--- src/design/spq_pkg.sv ---
package spq_pkg;

	// Default sizing of the queue
	localparam int CAPACITY_DEFAULT      = 16;
	localparam int TAG_BITS_DEFAULT      = 16;
	localparam int PRIORITY_BITS_DEFAULT = 8;

	// Fixed widths of the item fields on the ports
	localparam int PRIORITY_PORT_BITS  = 8;
	localparam int TAG_PORT_BITS       = 16;
	localparam int STATUS_BITS         = 2;
	localparam int OCCUPANCY_PORT_BITS = 5;

	typedef logic [STATUS_BITS-1:0] status_t;

	// Operation codes
	localparam logic OP_ENQUEUE = 1'b0;
	localparam logic OP_DEQUEUE = 1'b1;

	// Result status codes
	localparam status_t STATUS_ENQUEUED = 2'd0;
	localparam status_t STATUS_FULL     = 2'd1;
	localparam status_t STATUS_DEQUEUED = 2'd2;
	localparam status_t STATUS_EMPTY    = 2'd3;

endpackage

--- src/design/sorted_priority_queue_unit.sv ---
// Channel  Handshake            Payload
// -------  -------------------  ---------------------------------------------
// in       in_valid / in_ready  op, priority_req, payload_tag
// out      out_valid/ out_ready status, out_priority, out_tag, occupancy
//
// Entries sit in a ring in one memory (one write port, one registered read
// port), sorted from head to tail. A full enqueue, an empty dequeue or an
// enqueue into an empty queue goes straight to the result; a dequeue first
// reads the head; an enqueue into a non-empty queue walks the ring from the
// tail through the single read port, one entry a cycle, moving each entry of
// greater or equal priority up one slot before it writes the new entry.
// One item is worked on at a time; in_ready is high only while idle. A result
// waits in the output register while the next item is taken in.
// Reset empties the queue; the memory itself is not cleared.
module sorted_priority_queue_unit #(
	parameter int CAPACITY      = spq_pkg::CAPACITY_DEFAULT,
	parameter int TAG_BITS      = spq_pkg::TAG_BITS_DEFAULT,
	parameter int PRIORITY_BITS = spq_pkg::PRIORITY_BITS_DEFAULT
) (
	input  logic                                        clk,
	input  logic                                        arst_n,
	input  logic                                        in_valid,
	output logic                                        in_ready,
	input  logic                                        op,
	input  logic [spq_pkg::PRIORITY_PORT_BITS-1:0]      priority_req,
	input  logic [spq_pkg::TAG_PORT_BITS-1:0]           payload_tag,
	output logic                                        out_valid,
	input  logic                                        out_ready,
	output spq_pkg::status_t                            status,
	output logic [spq_pkg::PRIORITY_PORT_BITS-1:0]      out_priority,
	output logic [spq_pkg::TAG_PORT_BITS-1:0]           out_tag,
	output logic [spq_pkg::OCCUPANCY_PORT_BITS-1:0]     occupancy
);

	localparam int AW = $clog2(CAPACITY);
	localparam int CW = $clog2(CAPACITY + 1);
	localparam int SW = AW + 1;
	localparam int W  = PRIORITY_BITS + TAG_BITS;

	localparam logic [2:0] S_IDLE  = 3'd0;
	localparam logic [2:0] S_DEQ   = 3'd1;
	localparam logic [2:0] S_INS   = 3'd2;
	localparam logic [2:0] S_PLACE = 3'd3;
	localparam logic [2:0] S_FIN   = 3'd4;

	function automatic logic [AW-1:0] idx_inc(input logic [AW-1:0] i);
		return (i == AW'(CAPACITY - 1)) ? '0 : i + 1'b1;
	endfunction

	function automatic logic [AW-1:0] idx_dec(input logic [AW-1:0] i);
		return (i == '0) ? AW'(CAPACITY - 1) : i - 1'b1;
	endfunction

	logic [2:0]               state_q;
	logic [AW-1:0]            head_q;
	logic [CW-1:0]            count_q;
	logic [AW-1:0]            cur_q;
	logic [CW-1:0]            left_q;
	logic                     out_valid_q;

	logic [PRIORITY_BITS-1:0] pri_q;
	logic [TAG_BITS-1:0]      tag_q;
	spq_pkg::status_t         res_status_q;
	logic [PRIORITY_BITS-1:0] res_pri_q;
	logic [TAG_BITS-1:0]      res_tag_q;
	spq_pkg::status_t         out_status_q;
	logic [PRIORITY_BITS-1:0] out_pri_q;
	logic [TAG_BITS-1:0]      out_tag_q;
	logic [CW-1:0]            occ_q;

	logic [W-1:0]             mem [CAPACITY];
	logic [W-1:0]             rd_data_q;
	logic                     rd_en;
	logic [AW-1:0]            rd_addr;
	logic                     wr_en;
	logic [AW-1:0]            wr_addr;
	logic [W-1:0]             wr_data;

	logic                     in_fire;
	logic                     out_load;
	logic                     is_empty;
	logic                     is_full;
	logic                     shift;
	logic [PRIORITY_BITS-1:0] pri_in;
	logic [TAG_BITS-1:0]      tag_in;
	logic [PRIORITY_BITS-1:0] rd_pri;
	logic [SW-1:0]            tail_sum;
	logic [AW-1:0]            last_idx;

	assign in_ready = (state_q == S_IDLE);
	assign in_fire  = in_valid && in_ready;
	assign out_load = (state_q == S_FIN) && (!out_valid_q || out_ready);
	assign is_empty = (count_q == '0);
	assign is_full  = (count_q == CW'(CAPACITY));
	assign pri_in   = PRIORITY_BITS'(priority_req);
	assign tag_in   = TAG_BITS'(payload_tag);
	assign rd_pri   = rd_data_q[W-1:TAG_BITS];
	assign shift    = (rd_pri >= pri_q);

	// Locate the youngest entry: head + count - 1, wrapped into the ring
	assign tail_sum = SW'(head_q) + SW'(count_q) - SW'(1);
	assign last_idx = (tail_sum >= SW'(CAPACITY)) ? AW'(tail_sum - SW'(CAPACITY))
	                                              : AW'(tail_sum);

	// Drive the memory ports
	always_comb begin
		rd_en   = 1'b0;
		rd_addr = head_q;
		wr_en   = 1'b0;
		wr_addr = head_q;
		wr_data = {pri_q, tag_q};
		case (state_q)
			S_IDLE: begin
				if (in_fire) begin
					if (op == spq_pkg::OP_DEQUEUE) begin
						rd_en = !is_empty;
					end else if (is_empty) begin
						wr_en   = 1'b1;
						wr_data = {pri_in, tag_in};
					end else if (!is_full) begin
						rd_en   = 1'b1;
						rd_addr = last_idx;
					end
				end
			end
			S_INS: begin
				// Move a greater-or-equal entry up one slot, else drop the new one in
				wr_en   = 1'b1;
				wr_addr = idx_inc(cur_q);
				if (shift) begin
					wr_data = rd_data_q;
					if (left_q != CW'(1)) begin
						rd_en   = 1'b1;
						rd_addr = idx_dec(cur_q);
					end
				end
			end
			S_PLACE: begin
				wr_en   = 1'b1;
				wr_addr = cur_q;
			end
			default: begin
			end
		endcase
	end

	// Entry memory
	always_ff @(posedge clk) begin
		if (wr_en) begin
			mem[wr_addr] <= wr_data;
		end
		if (rd_en) begin
			rd_data_q <= mem[rd_addr];
		end
	end

	// Sequence control
	always_ff @(posedge clk or negedge arst_n) begin
		if (!arst_n) begin
			state_q     <= S_IDLE;
			head_q      <= '0;
			count_q     <= '0;
			cur_q       <= '0;
			left_q      <= '0;
			out_valid_q <= 1'b0;
		end else begin
			// Load a new result, else drop the accepted one
			if (out_load) begin
				out_valid_q <= 1'b1;
			end else if (out_ready) begin
				out_valid_q <= 1'b0;
			end
			case (state_q)
				S_IDLE: begin
					if (in_fire) begin
						if (op == spq_pkg::OP_DEQUEUE) begin
							state_q <= is_empty ? S_FIN : S_DEQ;
						end else if (is_full) begin
							state_q <= S_FIN;
						end else if (is_empty) begin
							count_q <= CW'(1);
							state_q <= S_FIN;
						end else begin
							cur_q   <= last_idx;
							left_q  <= count_q;
							state_q <= S_INS;
						end
					end
				end
				S_DEQ: begin
					head_q  <= idx_inc(head_q);
					count_q <= count_q - 1'b1;
					state_q <= S_FIN;
				end
				S_INS: begin
					if (!shift) begin
						count_q <= count_q + 1'b1;
						state_q <= S_FIN;
					end else if (left_q == CW'(1)) begin
						state_q <= S_PLACE;
					end else begin
						cur_q  <= idx_dec(cur_q);
						left_q <= left_q - 1'b1;
					end
				end
				S_PLACE: begin
					count_q <= count_q + 1'b1;
					state_q <= S_FIN;
				end
				S_FIN: begin
					if (out_load) begin
						state_q <= S_IDLE;
					end
				end
				default: begin
					state_q <= S_IDLE;
				end
			endcase
		end
	end

	// Capture the item and build the result
	always_ff @(posedge clk) begin
		if (in_fire) begin
			pri_q     <= pri_in;
			tag_q     <= tag_in;
			res_pri_q <= '0;
			res_tag_q <= '0;
			if (op == spq_pkg::OP_DEQUEUE) begin
				res_status_q <= is_empty ? spq_pkg::STATUS_EMPTY : spq_pkg::STATUS_DEQUEUED;
			end else begin
				res_status_q <= is_full ? spq_pkg::STATUS_FULL : spq_pkg::STATUS_ENQUEUED;
			end
		end
		if (state_q == S_DEQ) begin
			res_pri_q <= rd_pri;
			res_tag_q <= rd_data_q[TAG_BITS-1:0];
		end
		if (out_load) begin
			out_status_q <= res_status_q;
			out_pri_q    <= res_pri_q;
			out_tag_q    <= res_tag_q;
			occ_q        <= count_q;
		end
	end

	assign out_valid    = out_valid_q;
	assign status       = out_status_q;
	assign out_priority = spq_pkg::PRIORITY_PORT_BITS'(out_pri_q);
	assign out_tag      = spq_pkg::TAG_PORT_BITS'(out_tag_q);
	assign occupancy    = spq_pkg::OCCUPANCY_PORT_BITS'(occ_q);

endmodule

--- config.mk ---
export PLATFORM = sky130hd
export DESIGN_NAME = sorted_priority_queue_unit
export DESIGN_NICKNAME = d
export VERILOG_FILES = /design/src/design/spq_pkg.sv /design/src/design/sorted_priority_queue_unit.sv
export SDC_FILE = /design/constraint.sdc
export NUM_CORES = 1
export LEC_CHECK = 0
export ABC_AREA = 1
export BUFFER_PORTS_ARGS = -buffer_cell sky130_fd_sc_hd__buf_2
export CORE_AREA = 4 4 282 284
export DETAILED_ROUTE_END_ITERATION = 16
export DIE_AREA = 0 0 286 288
export PLACE_DENSITY = 0.56
export SKIP_CTS_REPAIR_TIMING = 1
export SYNTH_ARGS = -nofsm -noshare
export SYNTH_HDL_FRONTEND = slang
export SYNTH_SLANG_ARGS = --single-unit
--- constraint.sdc ---
create_clock -name clk -period 3.1 [get_ports clk]
set_input_delay 0.31 -clock clk [delete_from_list [all_inputs] [get_ports clk]]
set_output_delay 0.31 -clock clk [all_outputs]
set_load 0.02 [all_outputs]
# Word level (Yosys, flattened, before mapping)

Memory sizes are Yosys's and may differ from the RTL's. A register that Yosys moved wholly into a read port is not among the register bits.
Index checks and enable logic that the tools add are counted.

$mul: 0
Magnitude comparators: 2
Shifts and indexed selects: 0
Div/mod/pow operators: 0
Reductions and logical operators: 17
Muxes and demuxes: 68
Add/subtract/negate cells: 9
Bitwise gates (word level): 0
Eq/ne operators: 19

Operators by type and width:

| kind                  | number |
|---|---|
| $mux W24              | 4 |
| $mux W4               | 16 |
| $mux W5               | 11 |
| $pmux W24 S2          | 1 |
| $mux W16              | 2 |
| $mux W3               | 8 |
| $pmux W4 S2           | 3 |
| $pmux W5 S4           | 1 |
| $mux W8               | 2 |
| $mux W1               | 15 |
| $sub A5 B1 Y5 const B | 3 |
| $ne A2 B2 Y1 const B  | 7 |
| $pmux W3 S4           | 1 |
| $pmux W5 S2           | 1 |
| $add A4 B1 Y4 const B | 2 |
| $eq A4 B4 Y1 const B  | 2 |
| $ge A8 B8 Y1          | 1 |
| $sub A4 B1 Y4 const B | 2 |
| $reduce_and A7 Y1     | 1 |
| $eq A3 B2 Y1 const B  | 2 |
| $reduce_and A6 Y1     | 1 |
| $reduce_bool A2 Y1    | 3 |
| $add A4 B5 Y5         | 1 |
| $add A5 B1 Y5 const B | 1 |
| 19 further kinds      | 24 |

Output and inout port bits: 33
Memories kept: 1
RAM bits: 384
Bits of input ports: 29
Bits in latches: 0
Memory bits (read-only): 0
Logic and storage cells: 131
Register bits: 103

Memory list:

| memory | words | bits a word | rd ports | clocked after memory_dff | write ports | line                             | RTL |
|---|---|---|---|---|---|---|---|
| mem    | 16    | 24          | 1        | 1                        | 1           | sorted_priority_queue_unit.sv:71 | `logic [W-1:0] mem [CAPACITY];` |

# Longest topological paths before layout

Word-level depth: 9
Depth in mapped cells: 21

# Least setup slack after synthesis

OpenSTA, ideal clock, no wires.

Path type: register to register
Start: register state_q[2]
End: register rd_data_q[0], read port of mem (enable)
Cell stages (with the launch flop): 8
Required time: 2.719 ns
Slack: -0.170 ns
Arrival: 2.889 ns
Cell sequence: dfrtp_1 > nor2_4 > nand2_4 > nor2_4 > clkbuf_1 > clkbuf_1 > o21ai_0 > nand2_1

Word-level cells in the longest chain between the ends: 4
Elaborated cells between the ends (all ways): 7
Classes of those cells: 1 x eq/ne; 4 x mux; 2 x reduce/logical

RTL lines:

| what                     | line                              | RTL |
|---|---|---|
| start: declaration       | sorted_priority_queue_unit.sv:54  | `logic [2:0] state_q;` |
| start signal: assignment | sorted_priority_queue_unit.sv:177 | `state_q <= is_empty ? S_FIN : S_DEQ;` |
| $logic_not A3 Y1         | sorted_priority_queue_unit.sv:90  | `assign in_ready = (state_q == S_IDLE);` |
| $logic_and A1 B1 Y1      | sorted_priority_queue_unit.sv:91  | `assign in_fire = in_valid && in_ready;` |
| named net in_fire        | sorted_priority_queue_unit.sv:79  | `logic in_fire;` |
| $mux W1                  | sorted_priority_queue_unit.sv:114 | `if (in_fire) begin` |
| $pmux W1 S2              | sorted_priority_queue_unit.sv:112 | `case (state_q)` |
| named net rd_en          | sorted_priority_queue_unit.sv:73  | `logic rd_en;` |
| end: declaration         | sorted_priority_queue_unit.sv:72  | `logic [W-1:0] rd_data_q;` |

The timed path passes the listed nets, and every way through them passes these cells.
A chain may end at the register's enable or synchronous reset.

# Final worst setup path

Start: register rd_data_q[23], read port of mem
End: register rd_data_q[23], read port of mem, data pin

Word-level cells in the longest chain between the ends: 3
Elaborated cells between the ends (all ways): 5
Classes of those cells: 1 x order compare; 4 x mux

RTL lines:

| what                                              | line                              | RTL |
|---|---|---|
| $ge A8 B8 Y1 (*)                                  | sorted_priority_queue_unit.sv:98  | `assign shift = (rd_pri >= pri_q);` |
| $mux W4 / $mux W1 (equally long branches)         | sorted_priority_queue_unit.sv:130 | `if (shift) begin` |
| $pmux W4 S2 / $pmux W1 S2 (equally long branches) | sorted_priority_queue_unit.sv:112 |  |

Every way passes the cells marked *; elsewhere a longest branch is shown, timed or not.

==> flow_summary.yaml <==
routing:
  drtIter0Drc: 1299
  wire_per_inst_um: 19.3
  drc: 0
  wl_um: 65400
  routed_via_density: 4.83
  ant_nets: 0
  wl_met2_um: 30400
  wl_met1_um: 28100
  dr_wl_met3_um: 4910
  top_layer: "met4"
  drt-pass1-iter-count: 5
  vias: 16390
critical_path:
  slowest_delay_ps: 490
  r2r_slack_ps: 170
  cp_data_arrival_time_ps: 3290
  startpoint_type: "flop"
  end_kind: "flop"
  worstReg2RegStart: "rd_data_q[23]"
  cp_cell_sequence: "ha_1 > a21oi_1 > o21a_1 > nand2_2 > nand2_1 > nand2_1 > o211ai_4 > inv_2 > o21ai_4 > buf_12 > clkbuf_16 > nand3_1 > nand3_1 > nand2_1"
  cpMostUsedCell: "nand2_1"
  rr_endpoint: "rd_data_q[23]"
  reg2reg_depth: 14
  cpMaxStageDelayCell: "edfxtp_1"
  critPathBufInv: 3
  path_class: "flop to flop"
  critPathTopFamily: "compound AO/OA/AOI/OAI gates"
  crit_required_ps: 3450
  crit_fanout: 14
placed_design:
  port_buffers: 61
  dp.cells: 3260
  place_congestion: 0.840
  dpl.hpwl_um: 37000
sta:
  tightest_slew_ps: 1240
  slew_headroom: 0.175
  fin_worst_skew_ps: 18.8
  tns_ps: 0
  fmax_mhz: 341
  hold_viol_final: 0
  fin_crit_sh: 0.945
  slew_violations: 0
  rsz0062_at_grt: "false"
  post-route-min-period_ps: 2930
  report.final.setup_viol: 0
floorplanning:
  dieHeight_um: 288
  core_sq_um: 77100
  io_pins: 62
  dieArea_sq_um: 82400
  die_w_um: 286
  num_rows: 102
  initial_utilization: 0.297
layout:
  layout.area.seq_sq_um: 15200
  layout.nets: 2362
  diodes: 0
  area_growth_pct: 21.2
  drive_above_1_share: 0.127
  multi_input_area_sq_um: 5810
  instances_no_fill: 3393
  nFillCells: 7520
global_routing:
  grt.total_usage: 0.149
  grt_first_pass_wirelength_um: 95200
  grt_pass1_vias: 15693
  overflow: 0
  antenna_found_initial: 1
  grt_max_degree: 82
clocking:
  cts_tree: "done"
  cts_htree_levels: 2
  cts-buffers-inserted: 52
  path_clk_slew_ps: 60
  clock-sinks: 511
  clk_path_buf_depth: 3
  cts_root_buf: "clkbuf_16"
  clkLatencyLatePin_ps: 610
synthesis:
  netlist_instances: 2150
  synth.distinct_cells: 36
  syn_area_sq_um: 22900
  synth.net_count: 2201
  yosys_register_bits: 511
  seq_area_frac_synth: 0.666
  ys_warn_count: 0
  syn_avg_cell_area_sq_um: 10.6
min_path:
  hold-path-cell-count: 3
  hold_path.startpoint: "in_valid"
  whs_endpoint: "state_q[2]"
  hold_class: "input port to flop"
pwr:
  power.density_nw_per_um2: 1160
  totalPowerFinal_mw: 32.2
  peakVddDrop_mv: 0.930
  power.leakage_nw: 11.4
status:
  outcome: "complete, no violations"
job:
  drv_cap: 0
-- layout make-up --
| cell class | instances | share of cell area |
|---|---|---|
| repair buffers | 214 | 0.0803 |
| clock inverters | 28 | 0.00695 |
| multi-input cells | 1108 | 0.209 |
| inverters | 424 | 0.0574 |
| clock buffers | 68 | 0.0498 |
| flip-flops and latches | 511 | 0.549 |
| well taps | 1040 | 0.0469 |
-- layout by cell type (no fill, tap or decap), types with 11 or more instances in the layout --
cell and instances:
edfxtp_1 489, nand3_1 486, inv_1 418, nand2_1 316, buf_4 75, clkbuf_16 61
buf_2 61, nor2_1 53, o21ai_0 53, nand3b_1 48, a21oi_1 41, buf_12 35
dlygate4sd3_1 27, o221ai_1 24, dfrtp_1 22, ha_1 19, nor2_4 18, clkbuf_1 15
clkinv_1 14, clkinv_2 11
-- where the power goes --
part           switching [mW]  total, mW  internal, mW
clock network            2.62       5.93          3.30
logic                    10.7       15.9          5.19
registers               0.393       10.4          10.0
-- worst register-to-register path, cell delays in order (launching register included) --
cell and delay, ps:
edfxtp_1 490, ha_1 340, a21oi_1 150, o21a_1 240
nand2_2 120, nand2_1 70, nand2_1 130, o211ai_4 160
inv_2 100, o21ai_4 260, buf_12 160, clkbuf_16 200
nand3_1 120, nand3_1 110, nand2_1 50
-- cell families after synthesis --
group / share of synthesized area
buffers and inverters: 0.0920
xor gates and xnor gates: 0.00383
DFF: 0.666
AOI/OAI and AO/OA: 0.0355
and+or+nand+nor: 0.190
adders and majority gates: 0.0127
-- metrics by stage --
stage / util / instance area [sq um] / hold slack (ps) / setup WS, ps
floorplan: - / 22900 / 14.4 / 58.5
global placement: 0.331 / 25500 / 332 / 25.7
detailed placement: 0.331 / 25500 / 330 / 64.7
CTS: 0.352 / 27100 / -307 / 51.7
global route: 0.360 / 27700 / 72.9 / 4.34
finish: 0.360 / 27700 / 82.7 / 169
-- synth_stat cells --
| cell | count | share of area |
|---|---|---|
| a21oi_1 | 42 | 0.0092 |
| a22oi_2 | 1 | 0.00055 |
| o21ai_0 | 55 | 0.012 |
| or2_2 | 1 | 0.00027 |
| nand2_2 | 4 | 0.0011 |
| inv_1 | 420 | 0.069 |
| buf_4 | 14 | 0.0046 |
| o21ai_1 | 1 | 0.00022 |
| nand2_4 | 1 | 0.00049 |
| nand3_1 | 487 | 0.11 |
| o22ai_1 | 4 | 0.0011 |
| nor2_4 | 2 | 0.00098 |
| inv_2 | 3 | 0.00049 |
| nand3b_1 | 48 | 0.016 |
| a2bb2oi_1 | 1 | 0.00038 |
| clkbuf_1 | 49 | 0.0080 |
| nor3_1 | 2 | 0.00044 |
| o31ai_1 | 1 | 0.00033 |
| nand2_1 | 322 | 0.053 |
| edfxtp_1 | 489 | 0.64 |
| buf_6 | 1 | 0.00049 |
| o211ai_1 | 3 | 0.00098 |
| xnor2_1 | 4 | 0.0015 |
| nor2_1 | 70 | 0.011 |
| nand4_1 | 2 | 0.00055 |
| buf_2 | 39 | 0.0085 |
| o21a_1 | 2 | 0.00066 |
| a311oi_1 | 1 | 0.00038 |
| xor2_1 | 6 | 0.0023 |
| buf_1 | 5 | 0.00082 |
| fa_1 | 2 | 0.0017 |
| ha_1 | 20 | 0.011 |
| dfrtp_1 | 22 | 0.024 |
| o221ai_1 | 24 | 0.0092 |
| o211ai_2 | 1 | 0.00055 |
| clkinv_1 | 1 | 0.00016 |
-- how the worst max path moves through the flow --
stage,from,end,slack (ps),cells after the start
6_report,rd_data_q[23],rd_data_q[23],170,14
5_1_grt,rd_data_q[17],rd_data_q[13],4,18
4_1_cts,head_q[1],rd_data_q[18],50,15
3_5_place_dp,head_q[1],rd_data_q[18],60,15
3_3_place_gp,head_q[1],rd_data_q[18],30,15
2_1_floorplan,state_q[2],mem[4][0],60,10
-- metal layers --
| layer | GRT usage | vias to the layer above |
|---|---|---|
| li1 | - | 7575 |
| met1 | 0.202 | 8045 |
| met2 | 0.244 | 646 |
| met3 | 0.0241 | 124 |
| met4 | 0.0536 | 0 |
| met5 | 0 | - |
-- state kept, by name (all words and copies together) (netlist names), 2 cells and up --
name,flops
mem,384
rd_data_q,24
out_tag,16
res_tag_q,16
tag_q,16
out_priority,8
pri_q,8
res_pri_q,8
count_q,5
left_q,5
occupancy,5
cur_q,4
head_q,4
state_q,3
res_status_q,2
status,2
Power figures use the tool's default switching activity.
